--- config.mk ---
export PLATFORM = sky130hd
export DESIGN_NAME = mfb_ctrl
export DESIGN_NICKNAME = d
export VERILOG_FILES = /design/src/sv/mfb_pkg.sv /design/src/sv/mfb_ctrl.sv
export SDC_FILE = /design/constraint.sdc
export NUM_CORES = 1
export LEC_CHECK = 0
export BUFFER_PORTS_ARGS = -buffer_cell sky130_fd_sc_hd__buf_4
export CAP_MARGIN = 20
export CORE_AREA = 2 2 39 41
export DETAILED_ROUTE_END_ITERATION = 12
export DIE_AREA = 0 0 41 43
export GPL_TIMING_DRIVEN = 0
export PLACE_DENSITY_LB_ADDON = 0.1
export RECOVER_POWER = 100
export SETUP_SLACK_MARGIN = 0.4
export SYNTH_ARGS = -nofsm -noshare
export SYNTH_HDL_FRONTEND = slang
export SYNTH_SLANG_ARGS = --single-unit
--- constraint.sdc ---
create_clock -name clock -period 2 [get_ports clock]
set_input_delay 0.6 -clock clock [delete_from_list [all_inputs] [get_ports clock]]
set_output_delay 0.6 -clock clock [all_outputs]
set_load 0.1 [all_outputs]
--- src/sv/mfb_pkg.sv ---
// Shared types, codes and defaults for the monochrome frame buffer draw engine.
`default_nettype none

package mfb_pkg;

   localparam int H_PIXELS_DEF      = 256;
   localparam int V_PIXELS_DEF      = 192;
   localparam int WORDS_PER_ROW_DEF = 16;
   localparam int SPRITE_DIM        = 8;
   localparam int CRD_W             = 12;

   typedef enum logic [2:0] {
      CMD_CLEAR  = 3'd0,
      CMD_SCROLL = 3'd1,
      CMD_PIXEL  = 3'd2,
      CMD_BOX    = 3'd3,
      CMD_RECT   = 3'd4,
      CMD_SPRITE = 3'd5,
      CMD_CLROWS = 3'd6,
      CMD_READ   = 3'd7
   } cmd_type;

   typedef enum logic [1:0] {
      OP_CLEAR  = 2'd0,
      OP_SET    = 2'd1,
      OP_TOGGLE = 2'd2,
      OP_NONE   = 2'd3
   } pix_op_type;

   typedef enum logic [3:0] {
      ST_INIT_FILL,
      ST_IDLE,
      ST_SETUP,
      ST_DISPATCH,
      ST_COPY_RD,
      ST_COPY_WR,
      ST_FILL,
      ST_PLOT_RD,
      ST_PLOT_WR,
      ST_READ_RD,
      ST_FINISH
   } state_type;

   typedef struct packed {
      logic latch;
      logic setup;
      logic fill_wr;
      logic copy_rd;
      logic copy_wr;
      logic plot_rd;
      logic plot_wr;
      logic loop_step;
      logic read_rd;
      logic load_rsp;
   } ctrl_cmd_type;

   typedef struct packed {
      cmd_type kind;
      logic    copy_now;
      logic    fill_now;
      logic    copy_more;
      logic    fill_more;
      logic    loop_active;
      logic    loop_more;
      logic    hit;
      logic    slot_free;
   } dp_status_type;

endpackage

`default_nettype wire

--- src/sv/mfb_ctrl.sv ---
// Command sequencer of the frame buffer draw engine.
`default_nettype none

module mfb_ctrl
   import mfb_pkg::*;
(
   input  wire logic          clock,
   input  wire logic          reset,
   input  wire logic          req_tvalid,
   output logic               req_tready,
   input  wire dp_status_type status,
   output ctrl_cmd_type       cmd
);

   state_type state_ff, state_in;

   always_ff @(posedge clock) begin
      if (reset) begin
         state_ff <= ST_INIT_FILL;
      end else begin
         state_ff <= state_in;
      end
   end

   always_comb begin
      state_in = state_ff;
      case (state_ff)
         ST_INIT_FILL: begin
            if (!status.fill_more) state_in = ST_IDLE;
         end
         ST_IDLE: begin
            if (req_tvalid) state_in = ST_SETUP;
         end
         ST_SETUP: state_in = ST_DISPATCH;
         ST_DISPATCH: begin
            if (status.kind == CMD_READ)   state_in = ST_READ_RD;
            else if (status.loop_active)   state_in = ST_PLOT_RD;
            else if (status.copy_now)      state_in = ST_COPY_RD;
            else if (status.fill_now)      state_in = ST_FILL;
            else                           state_in = ST_FINISH;
         end
         ST_COPY_RD: state_in = ST_COPY_WR;
         ST_COPY_WR: begin
            if (status.copy_more)      state_in = ST_COPY_RD;
            else if (status.fill_more) state_in = ST_FILL;
            else                       state_in = ST_FINISH;
         end
         ST_FILL: begin
            if (!status.fill_more) state_in = ST_FINISH;
         end
         ST_PLOT_RD: begin
            if (status.hit)             state_in = ST_PLOT_WR;
            else if (!status.loop_more) state_in = ST_FINISH;
         end
         ST_PLOT_WR: begin
            state_in = status.loop_more ? ST_PLOT_RD : ST_FINISH;
         end
         ST_READ_RD: state_in = ST_FINISH;
         ST_FINISH: begin
            if (status.slot_free) state_in = ST_IDLE;
         end
         default: state_in = ST_IDLE;
      endcase
   end

   always_comb begin
      cmd        = '0;
      req_tready = 1'b0;
      case (state_ff)
         ST_INIT_FILL: cmd.fill_wr = 1'b1;
         ST_IDLE: begin
            req_tready = 1'b1;
            cmd.latch  = req_tvalid;
         end
         ST_SETUP:   cmd.setup   = 1'b1;
         ST_COPY_RD: cmd.copy_rd = 1'b1;
         ST_COPY_WR: cmd.copy_wr = 1'b1;
         ST_FILL:    cmd.fill_wr = 1'b1;
         ST_PLOT_RD: begin
            // skip off-screen pixels without a memory access
            cmd.plot_rd   = status.hit;
            cmd.loop_step = !status.hit;
         end
         ST_PLOT_WR: begin
            cmd.plot_wr   = 1'b1;
            cmd.loop_step = 1'b1;
         end
         ST_READ_RD: cmd.read_rd  = 1'b1;
         ST_FINISH:  cmd.load_rsp = status.slot_free;
         default: ;
      endcase
   end

endmodule

`default_nettype wire

==> results of run 1 <==
==> what timing repair did <==
action,in CTS,in global routing
pin swaps,12,15
resized for setup,44,24
hold endpoints to repair,0,0
endpoints found under the setup margin,13,14
buffers inserted,14,12
==> metal layers <==
| layer | share of wire, % | vias to the layer above |
|---|---|---|
| met1 | 31 | 416 |
| met5 | 0 | - |
| met3 | 10 | 45 |
| met2 | 49 | 105 |
| met4 | 10 | 0 |
| li1 | - | 371 |
==> worst paths after layout <==
path	start	end	slack [ns]	depth (start not counted)
setup / recovery	state_ff[3]	cmd[2]	-0.07	5
hold reg to reg	state_ff[2]	state_ff[2]	0.74	3
hold / removal	reset	state_ff[0]	0.51	2
setup reg to reg	state_ff[3]	state_ff[1]	0.21	8
==> kinds of logic after synthesis <==
| kind of cell | after synthesis | share of synthesized area (%) |
|---|---|---|
| compound gates | 19 | 28.9 |
| buf+inv | 9 | 9.04 |
| flops | 4 | 16.1 |
| simple gates | 39 | 46.0 |
==> power groups by stage <==
stage	combinational, uW	clock, uW	sequential [uW]
2_1_floorplan	850	0	140
3_3_place_gp	1030	0	147
3_5_place_dp	1030	0	148
4_1_cts	1380	105	152
5_1_grt	1920	116	163
6_report	1870	113	165
==> worst reg2reg max path, delay by kind of cell (launching register included) <==
family                 cells  cell delay [ns]
AOI/OAI and AO/OA          2             0.57
buffers and inverters      4             0.54
DFF                        1             0.36
and+or+nand+nor            2             0.21
==> placed cells by master (no fill, tap or decap), types with 2 or more instances in the layout <==
cell type / n
o21ai_0: 2
nand2b_4: 3
nor3_4: 6
o22ai_1: 2
and3_4: 3
nor2_2: 2
dfxtp_2: 3
a21oi_1: 2
buf_6: 8
buf_12: 12
inv_1: 5
nor2_4: 4
clkbuf_4: 3
nand2_1: 2
nor2_1: 3
a31oi_1: 2
nand2b_1: 4
buf_4: 33
nor2b_4: 2
==> metrics by stage <==
| step | setup slack [ns] | setup TNS, ns | cell area, um^2 | cells | hold WS, ns |
|---|---|---|---|---|---|
| floorplan | -0.578 | -1.80 | 577 | 71 | 0.615 |
| global placement | 0.0304 | 0 | 777 | 111 | 0.649 |
| detailed placement | 0.0474 | 0 | 777 | 111 | 0.650 |
| CTS | 0.0224 | 0 | 1090 | 128 | 0.522 |
| global route | -0.104 | -0.263 | 1300 | 140 | 0.512 |
| finish | -0.0688 | -0.172 | 1300 | 140 | 0.512 |
==> area by class of cell <==
class                   instances  area share [%]
repair buffers                 50            42.0
multi-input cells              58            42.0
well taps                      16            1.54
inverters                       5            1.45
plain buffers                   4            4.54
flip-flops and latches          4            6.76
clock buffers                   3            1.74
==> metrics.log, run 1 <==
INFO  metric run_status = finished with violations
INFO  metric failed_checks = setup timing
INFO  metric share_clk_of_total_power = 5.3%
INFO  metric synth_commonest_cells = nor2_1 (9), nor3_1 (8), inv_1 (5), nand2b_1 (5)
INFO  metric switching_share = 51.8%
INFO  metric cts.sink_count = 4
INFO  metric post-synth-top-count-cell = nor2_1
INFO  metric max_slew.worst_pin.slew = 0.472 ns
INFO  metric grt_setup_unrepaired = yes
INFO  metric drt_drc_violations_left = 0
INFO  metric largest_register = state_ff
INFO  metric final_nets = 140
INFO  metric power.internal = 1030 uW
INFO  metric cellLeakagePower = 0.000549 uW
INFO  metric number_of_flip_flops_in_the_largest_register = 4
INFO  metric dr.pass1.iters = 6
INFO  metric power = 2140 uW
INFO  metric yosysTopAreaCellShare = 16.1%
INFO  metric timing.slew.headroom = 68.4%
INFO  metric critical_path.n_buffers_inverters = 2
INFO  metric final-max-slew-violation-count = 0
INFO  metric timing.critical_path.from_type = register
INFO  metric irDropWorstVdd = 0.000906 V
INFO  metric synth.top_cells.by_area = dfxtp_1 (16%), nor3_1 (8.0%), nor2_1 (6.8%)
INFO  metric numCtsBuffers = 3
INFO  metric netlist_instances = 71
INFO  metric worst-endpoint-arrival = 1.47 ns
INFO  metric antenna_violating_nets_post_route = 0
INFO  metric finalCritPeriodShare = 103%
INFO  metric synthesis.yosys.warnings = 0
INFO  metric core-area = 1380 um^2
INFO  metric use_met2 = 39.7%
INFO  metric final_core_utilization = 93.7%
INFO  metric clkSlewWorstSetupHoldPaths = 0.04 ns
INFO  metric number_of_filler_cells_placed_in_the_layout = 43
INFO  metric synthFlopType = dfxtp_1
INFO  metric first_iter_violations = 69
INFO  metric die-area = 1760 um^2
INFO  metric grt_busiest_layer = met2
INFO  metric antenna-diode-count = 0
INFO  metric number_of_global_route_vias_before_repair = 702
INFO  metric layout_top_registers = state_ff (4)
INFO  metric power.combinational.fraction = 87.0%
INFO  metric tritoncts_clock_tree = done
INFO  metric gr-usage-met3 = 3.14%
INFO  metric critical_path_class = register to output pin
INFO  metric hpwlAfterDp = 1110 um
INFO  metric via_count = 937
INFO  metric post_drt_via_cell_ratio = 6.69
INFO  metric cts_max_path_bufs = 2
INFO  metric number_of_levels_the_h_tree_was_split_into = 1
INFO  metric critical_path.max_fanout = 4
INFO  metric final.setup.worst_slack = -0.0688 ns
INFO  metric yosys_register_bits = 4
INFO  metric synth_sequential_area_ratio = 16.1%
INFO  metric crit_path_max_incr_delay = 0.33 ns
INFO  metric ff_latch_area = 87.6 um^2
INFO  metric grt.met1_usage = 31.8%
INFO  metric min-delay-path-class = input port to register
INFO  metric layout-drive-gt1-share = 71.0%
INFO  metric yosys.cell_types.count = 32
INFO  metric cts_root_buffer = clkbuf_4
INFO  metric globalRoute.totalOverflow = 0
INFO  metric cp_cell_sequence = buf_6 > nand4b_1 > nor2_2 > or2_4 > buf_12
INFO  metric die_x = 41 um
INFO  metric io-pin-count = 25
INFO  metric report.final.hold_viol_count = 0
INFO  metric placement_rows = 14
INFO  metric grt_pass1_wl = 3010 um
INFO  metric grt_start_max_net_pins = 11
INFO  metric antenna_found_initial = 0
INFO  metric drt-total-wl = 3230 um
INFO  metric initial_utilization = 36.0%
INFO  metric power_per_cell_area = 1650 nW/um^2
INFO  metric die-height = 43 um
INFO  metric cts_hold_buffers = 0
INFO  metric synth.net_count = 85
INFO  metric cp-end-kind = output pin
INFO  metric netSwitchingPower = 1110 uW
INFO  metric cp_slowest_cell = dfxtp_2
INFO  metric worst_path_dominant_cell_family = simple AND/OR/NAND/NOR gates
INFO  metric routed_wire_length_per_instance = 23.1 um
INFO  metric maxCapViolCount = 0
INFO  metric clock-skew-final = 0.00463 ns
INFO  metric buffer_ports.inserted = 24
INFO  metric final.min_clock_period = 2.07 ns
INFO  metric syn_area = 498 um^2
INFO  metric worstPathRequired = 1.40 ns
INFO  metric power_frac_seq = 7.7%
INFO  metric synth_top_cell_by_area = dfxtp_1
INFO  metric multi_input_area = 544 um^2
INFO  metric synthesis.area_per_instance = 7.01 um^2
INFO  metric postSynth.asyncResetShare = 0%
INFO  metric grt_usage = 24.8%
INFO  metric routability_cong = 0.880
INFO  metric synth-edff-count = 0
INFO  metric clkLatencyLatePin = 0.26 ns
INFO  metric setup-violations-final = 4
INFO  metric layout-area-overhead-vs-synth = 160%
INFO  metric maxClockFrequency = 483 MHz
Note: power is estimated with default switching activity, not from simulation.
==> run 2: changes to the inputs <==
==> constraint.sdc (replaced) <==
create_clock -name clock -period 2.4 [get_ports clock]
set_input_delay 0.72 -clock clock [delete_from_list [all_inputs] [get_ports clock]]
set_output_delay 0.72 -clock clock [all_outputs]
set_load 0.1 [all_outputs]
==> metrics.log, run 2 (synthesis gave the netlist of run 1 again) <==
INFO  metric run_status = finished clean
INFO  metric cp_slowest_cell = clkbuf_2
INFO  metric largest_register = state_ff
INFO  metric cts.sink_count = 4
INFO  metric tritoncts_clock_tree = done
INFO  metric io-pin-count = 25
INFO  metric critical_path.max_fanout = 5
INFO  metric power_per_cell_area = 1280 nW/um^2
INFO  metric cts_hold_buffers = 0
INFO  metric maxCapViolCount = 0
INFO  metric routed_wire_length_per_instance = 15.6 um
INFO  metric numCtsBuffers = 3
INFO  metric antenna_violating_nets_post_route = 0
INFO  metric number_of_flip_flops_in_the_largest_register = 4
INFO  metric clkSlewWorstSetupHoldPaths = 0.03 ns
INFO  metric antenna_found_initial = 0
INFO  metric number_of_levels_the_h_tree_was_split_into = 1
INFO  metric report.final.hold_viol_count = 0
INFO  metric dr.pass1.iters = 5
INFO  metric core-area = 1380 um^2
INFO  metric stdcell_area = 940 um^2
INFO  metric cp-end-kind = output pin
INFO  metric min-delay-path-class = input port to register
INFO  metric worst-endpoint-arrival = 1.48 ns
INFO  metric cp_cell_sequence = buf_6 > buf_4 > nor3_4 > clkbuf_2
INFO  metric placement_rows = 14
INFO  metric grt_start_max_net_pins = 11
INFO  metric number_of_global_route_vias_before_repair = 658
INFO  metric final-max-slew-violation-count = 0
INFO  metric antenna-diode-count = 0
INFO  metric maxClockFrequency = 454 MHz
INFO  metric whs_path_depth = 2
INFO  metric layout-area-overhead-vs-synth = 88.7%
INFO  metric drt-total-wl = 1920 um
INFO  metric globalRoute.totalOverflow = 0
INFO  metric layout-drive-gt1-share = 57.0%
INFO  metric crit_path_max_incr_delay = 0.47 ns
INFO  metric irDropWorstVdd = 0.000810 V
INFO  metric critical_path_class = register to output pin
INFO  metric layout.cells.most_common = buf_4
INFO  metric finalNonFillerCells = 123
INFO  metric max_slew.worst_pin.slew = 0.554 ns
INFO  metric post_drt_via_cell_ratio = 5.89
INFO  metric initial_utilization = 36.0%
INFO  metric grt_usage = 22.6%
INFO  metric tightest_hold_margin = 0.644 ns
INFO  metric drt_drc_violations_left = 0
INFO  metric die-height = 43 um
INFO  metric clock-skew-final = 0.000161 ns
INFO  metric final.min_clock_period = 2.20 ns
INFO  metric cts_max_path_bufs = 2
INFO  metric die-area = 1760 um^2
INFO  metric final_nets = 123
INFO  metric most-common-layout-cells = buf_4 (21), clkbuf_4 (7), nor3_4 (5), nor2_1 (5), inv_1 (5)
INFO  metric timing.slew.headroom = 63.2%
INFO  metric setup-violations-final = 0
INFO  metric first_iter_violations = 47
INFO  metric grt_pass1_wl = 2750 um
INFO  metric buffer_ports.inserted = 24
INFO  metric place_area = 769 um^2
INFO  metric clkLatencyLatePin = 0.24 ns
INFO  metric finalSetupTns = 0 ns
INFO  metric worstPathRequired = 1.68 ns
INFO  metric finalCritPeriodShare = 91.8%
INFO  metric die_x = 41 um
INFO  metric number_of_instances_in_the_placed_design = 111
INFO  metric routability_cong = 0.835
INFO  metric power = 1200 uW
INFO  metric layout_top_registers = state_ff (4)
INFO  metric cellLeakagePower = 0.000402 uW
INFO  metric timing.critical_path.from_type = register
INFO  metric via_count = 725
INFO  metric grt_setup_unrepaired = yes
INFO  metric worst-r2r-cell-count = 7
INFO  metric cts_root_buffer = clkbuf_4
INFO  metric hpwlAfterDp = 1200 um
## run 2: worst max-delay path, delay by kind of cell (launching register included)
family	cells	cell delay [ns]
buffers and inverters	3	0.74
flip-flops	1	0.32
AND/OR/NAND/NOR	1	0.17
## run 2: cell type report
class | count | area (um^2)
multi-input cells | 58 | 474
fillers | 117 | 444
repair buffers | 33 | 273
flip-flops and latches | 4 | 83.8
plain buffers | 4 | 47.5
clock buffers | 3 | 22.5
well taps | 16 | 20.0
inverters | 5 | 18.8
## run 2: path summary, 6_finish.rpt
check	start	to	slack [ns]
worst max register to register	state_ff[0]	state_ff[3]	0.60
worst min-delay path	reset	state_ff[2]	0.64
worst max-delay path	state_ff[0]	cmd[8]	0.20
worst min register to register	state_ff[2]	state_ff[2]	0.68
## run 2: what timing repair did
action,in CTS,in global routing
gates cloned,0,0
pin swaps,4,5
resized for setup,32,13
setup buffers,8,1
setup endpoints to repair,8,11
## run 2: routing by layer
layer | part of all wire (%) | GRT usage [%] | wire (um)
met1 | 36 | 28.2 | 700
met2 | 52 | 37.2 | 998
met3 | 10 | 3.66 | 192
met4 | 1.4 | 8.00 | 27
met5 | 0 | 0 | 0
## run 2: through the flow
step	utilization, %	setup WS (ns)
after floorplan	-	-0.298
after global placement	55.6	0.222
after detailed placement	55.6	0.207
after CTS	70.8	0.281
after global routing	67.9	0.157
final	67.9	0.197
## run 2: power breakdown
part           switching (uW)  internal, uW  total (uW)  leakage [uW]
registers                35.1          94.3         129     0.0000339
clock network            28.3          56.0        84.2     0.0000138
logic                     659           328         987      0.000354
==> run 3: changes to the inputs <==
--- a/config.mk
+++ b/config.mk
@@ -11,6 +11,7 @@
 export DETAILED_ROUTE_END_ITERATION = 12
 export DIE_AREA = 0 0 41 43
 export GPL_TIMING_DRIVEN = 0
+export MAX_ROUTING_LAYER = met4
 export PLACE_DENSITY_LB_ADDON = 0.1
 export RECOVER_POWER = 100
 export SETUP_SLACK_MARGIN = 0.4
==> metrics.log, run 3 (synthesis gave the netlist of run 1 again) <==
INFO  metric maxClockFrequency = 454 MHz
INFO  metric power_frac_seq = 10.8%
INFO  metric clkSlewWorstSetupHoldPaths = 0.03 ns
INFO  metric worstPathRequired = 1.68 ns
INFO  metric timing.critical_path.from_type = register
INFO  metric irDropWorstVdd = 0.000810 V
INFO  metric cp-end-kind = output pin
INFO  metric globalRoute.totalOverflow = 0
INFO  metric grt_usage = 23.2%
INFO  metric timing.slew.headroom = 63.2%
INFO  metric final.setup.worst_slack = 0.197 ns
INFO  metric die_x = 41 um
INFO  metric grt_setup_unrepaired = yes
INFO  metric die-area = 1760 um^2
INFO  metric number_of_global_route_vias_before_repair = 658
INFO  metric clock-skew-final = 0.000303 ns
INFO  metric grt_start_max_net_pins = 11
INFO  metric finalCritPeriodShare = 91.8%
INFO  metric critical_path_class = register to output pin
INFO  metric antenna_found_initial = 0
INFO  metric layout-area-overhead-vs-synth = 88.7%
INFO  metric final.min_clock_period = 2.20 ns
INFO  metric core-area = 1380 um^2
INFO  metric final-max-slew-violation-count = 0
INFO  metric routed_wire_length_per_instance = 15.5 um
INFO  metric layout-drive-gt1-share = 57.0%
INFO  metric cts_root_buffer = clkbuf_4
INFO  metric grt.met1_usage = 28.2%
INFO  metric min_from = reset
INFO  metric post_drt_via_cell_ratio = 5.89
INFO  metric netSwitchingPower = 721 uW
INFO  metric use_met2 = 37.2%
INFO  metric clkLatencyLatePin = 0.24 ns
INFO  metric hpwlAfterDp = 1200 um
INFO  metric placement_rows = 14
INFO  metric buffer_ports.inserted = 24
INFO  metric r2r-start = state_ff[0]
INFO  metric layout_top_registers = state_ff (4)
INFO  metric drt_drc_violations_left = 0
INFO  metric grt_busiest_layer = met2
INFO  metric layout.cells.most_common = buf_4
INFO  metric grt_pass1_wl = 2750 um
INFO  metric routability_cong = 0.848
INFO  metric drt-total-wl = 1900 um
INFO  metric setup-violations-final = 0
INFO  metric power.internal = 479 uW
INFO  metric maxCapViolCount = 0
INFO  metric number_of_levels_the_h_tree_was_split_into = 1
INFO  metric numCtsBuffers = 3
INFO  metric max_slew.worst_pin.slew = 0.554 ns
INFO  metric via_count = 725
INFO  metric tritoncts_clock_tree = done
INFO  metric antenna_violating_nets_post_route = 0
INFO  metric io-pin-count = 25
INFO  metric critical_path.startpoint = state_ff[0]
INFO  metric pre_cts_slack = 0.207 ns
INFO  metric largest_register = state_ff
INFO  metric run_status = finished clean
INFO  metric power.combinational.fraction = 82.2%
INFO  metric final_nets = 123
INFO  metric min-delay-path-class = input port to register
INFO  metric antenna-diode-count = 0
INFO  metric gr-usage-met3 = 3.66%
INFO  metric critical_path.max_fanout = 5
INFO  metric most-common-layout-cells = buf_4 (21), clkbuf_4 (7), nor3_4 (5), nor2_1 (5), inv_1 (5)
INFO  metric initial_utilization = 36.0%
INFO  metric switching_share = 60.1%
INFO  metric finalSetupTns = 0 ns
INFO  metric number_of_flip_flops_in_the_largest_register = 4
INFO  metric die-height = 43 um
INFO  metric cellLeakagePower = 0.000402 uW
INFO  metric cts_max_path_bufs = 2
INFO  metric power_per_cell_area = 1280 nW/um^2
INFO  metric report.final.hold_viol_count = 0
INFO  metric cts_hold_buffers = 0
INFO  metric worst-endpoint-arrival = 1.48 ns
INFO  metric cts.sink_count = 4
INFO  metric first_iter_violations = 38
INFO  metric dr.pass1.iters = 4
INFO  metric share_clk_of_total_power = 7.0%
run 3: cell counts in the layout (fill, tap and decap cells not counted):
Identical to the previous run, type by type.
run 3: power groups by stage:
stage               Combinational [uW]  Sequential, uW  Clock [uW]
floorplan                          695             117           0
detailed placement                 846             124           0
global placement                   844             124           0
CTS                               1010             126        83.7
global route                      1030             132        88.9
finish                             986             130        84.1
run 3: layout make-up:
class | instances | area, um^2
Fill cell | 117 | 444
Inverter | 5 | 18.8
Buffer | 4 | 47.5
Tap cell | 16 | 20.0
Sequential cell | 4 | 83.8
Timing Repair Buffer | 33 | 273
Multi-Input combinational cell | 58 | 474
Clock buffer | 3 | 22.5
run 3: path summary, 6_finish.rpt:
path                       to  slack [ns]  cells past startpoint
setup reg to reg  state_ff[3]        0.59                      7
hold / removal    state_ff[2]        0.65                      2
hold reg to reg   state_ff[2]        0.68                      3
setup / recovery       cmd[7]        0.20                      4
run 3: worst max-delay path, stage by stage, from the launching register on:
cell	delay, ns
dfxtp_2	0.32
buf_4	0.15
nor2_4	0.16
and3_4	0.20
buf_2	0.42
run 3: routing by layer:
metal | vias to the layer above | part of all wire, %
met3 | 5 | 9.4
li1 | 339 | -
met1 | 336 | 37
met5 | - | 0
met4 | 0 | 1.9
met2 | 45 | 51
run 3: stage by stage:
stage / power [uW] / util, % / hold slack [ns] / instances / cell area [um^2]
6_report: 1200 / 67.9 / 0.645 / 123 / 940
5_1_grt: 1250 / 67.9 / 0.649 / 123 / 940
4_1_cts: 1220 / 70.8 / 0.655 / 122 / 980
3_5_place_dp: 970 / 55.6 / 0.662 / 111 / 769
3_3_place_gp: 968 / 55.6 / 0.651 / 111 / 769
2_1_floorplan: 811 / - / 0.615 / 71 / 569
run 3: timing repair:
action                                  in CTS  in global routing
pin swaps                                    4                  5
endpoints found under the setup margin       8                 11
buffers inserted                             8                  1
resized for setup                           32                 13
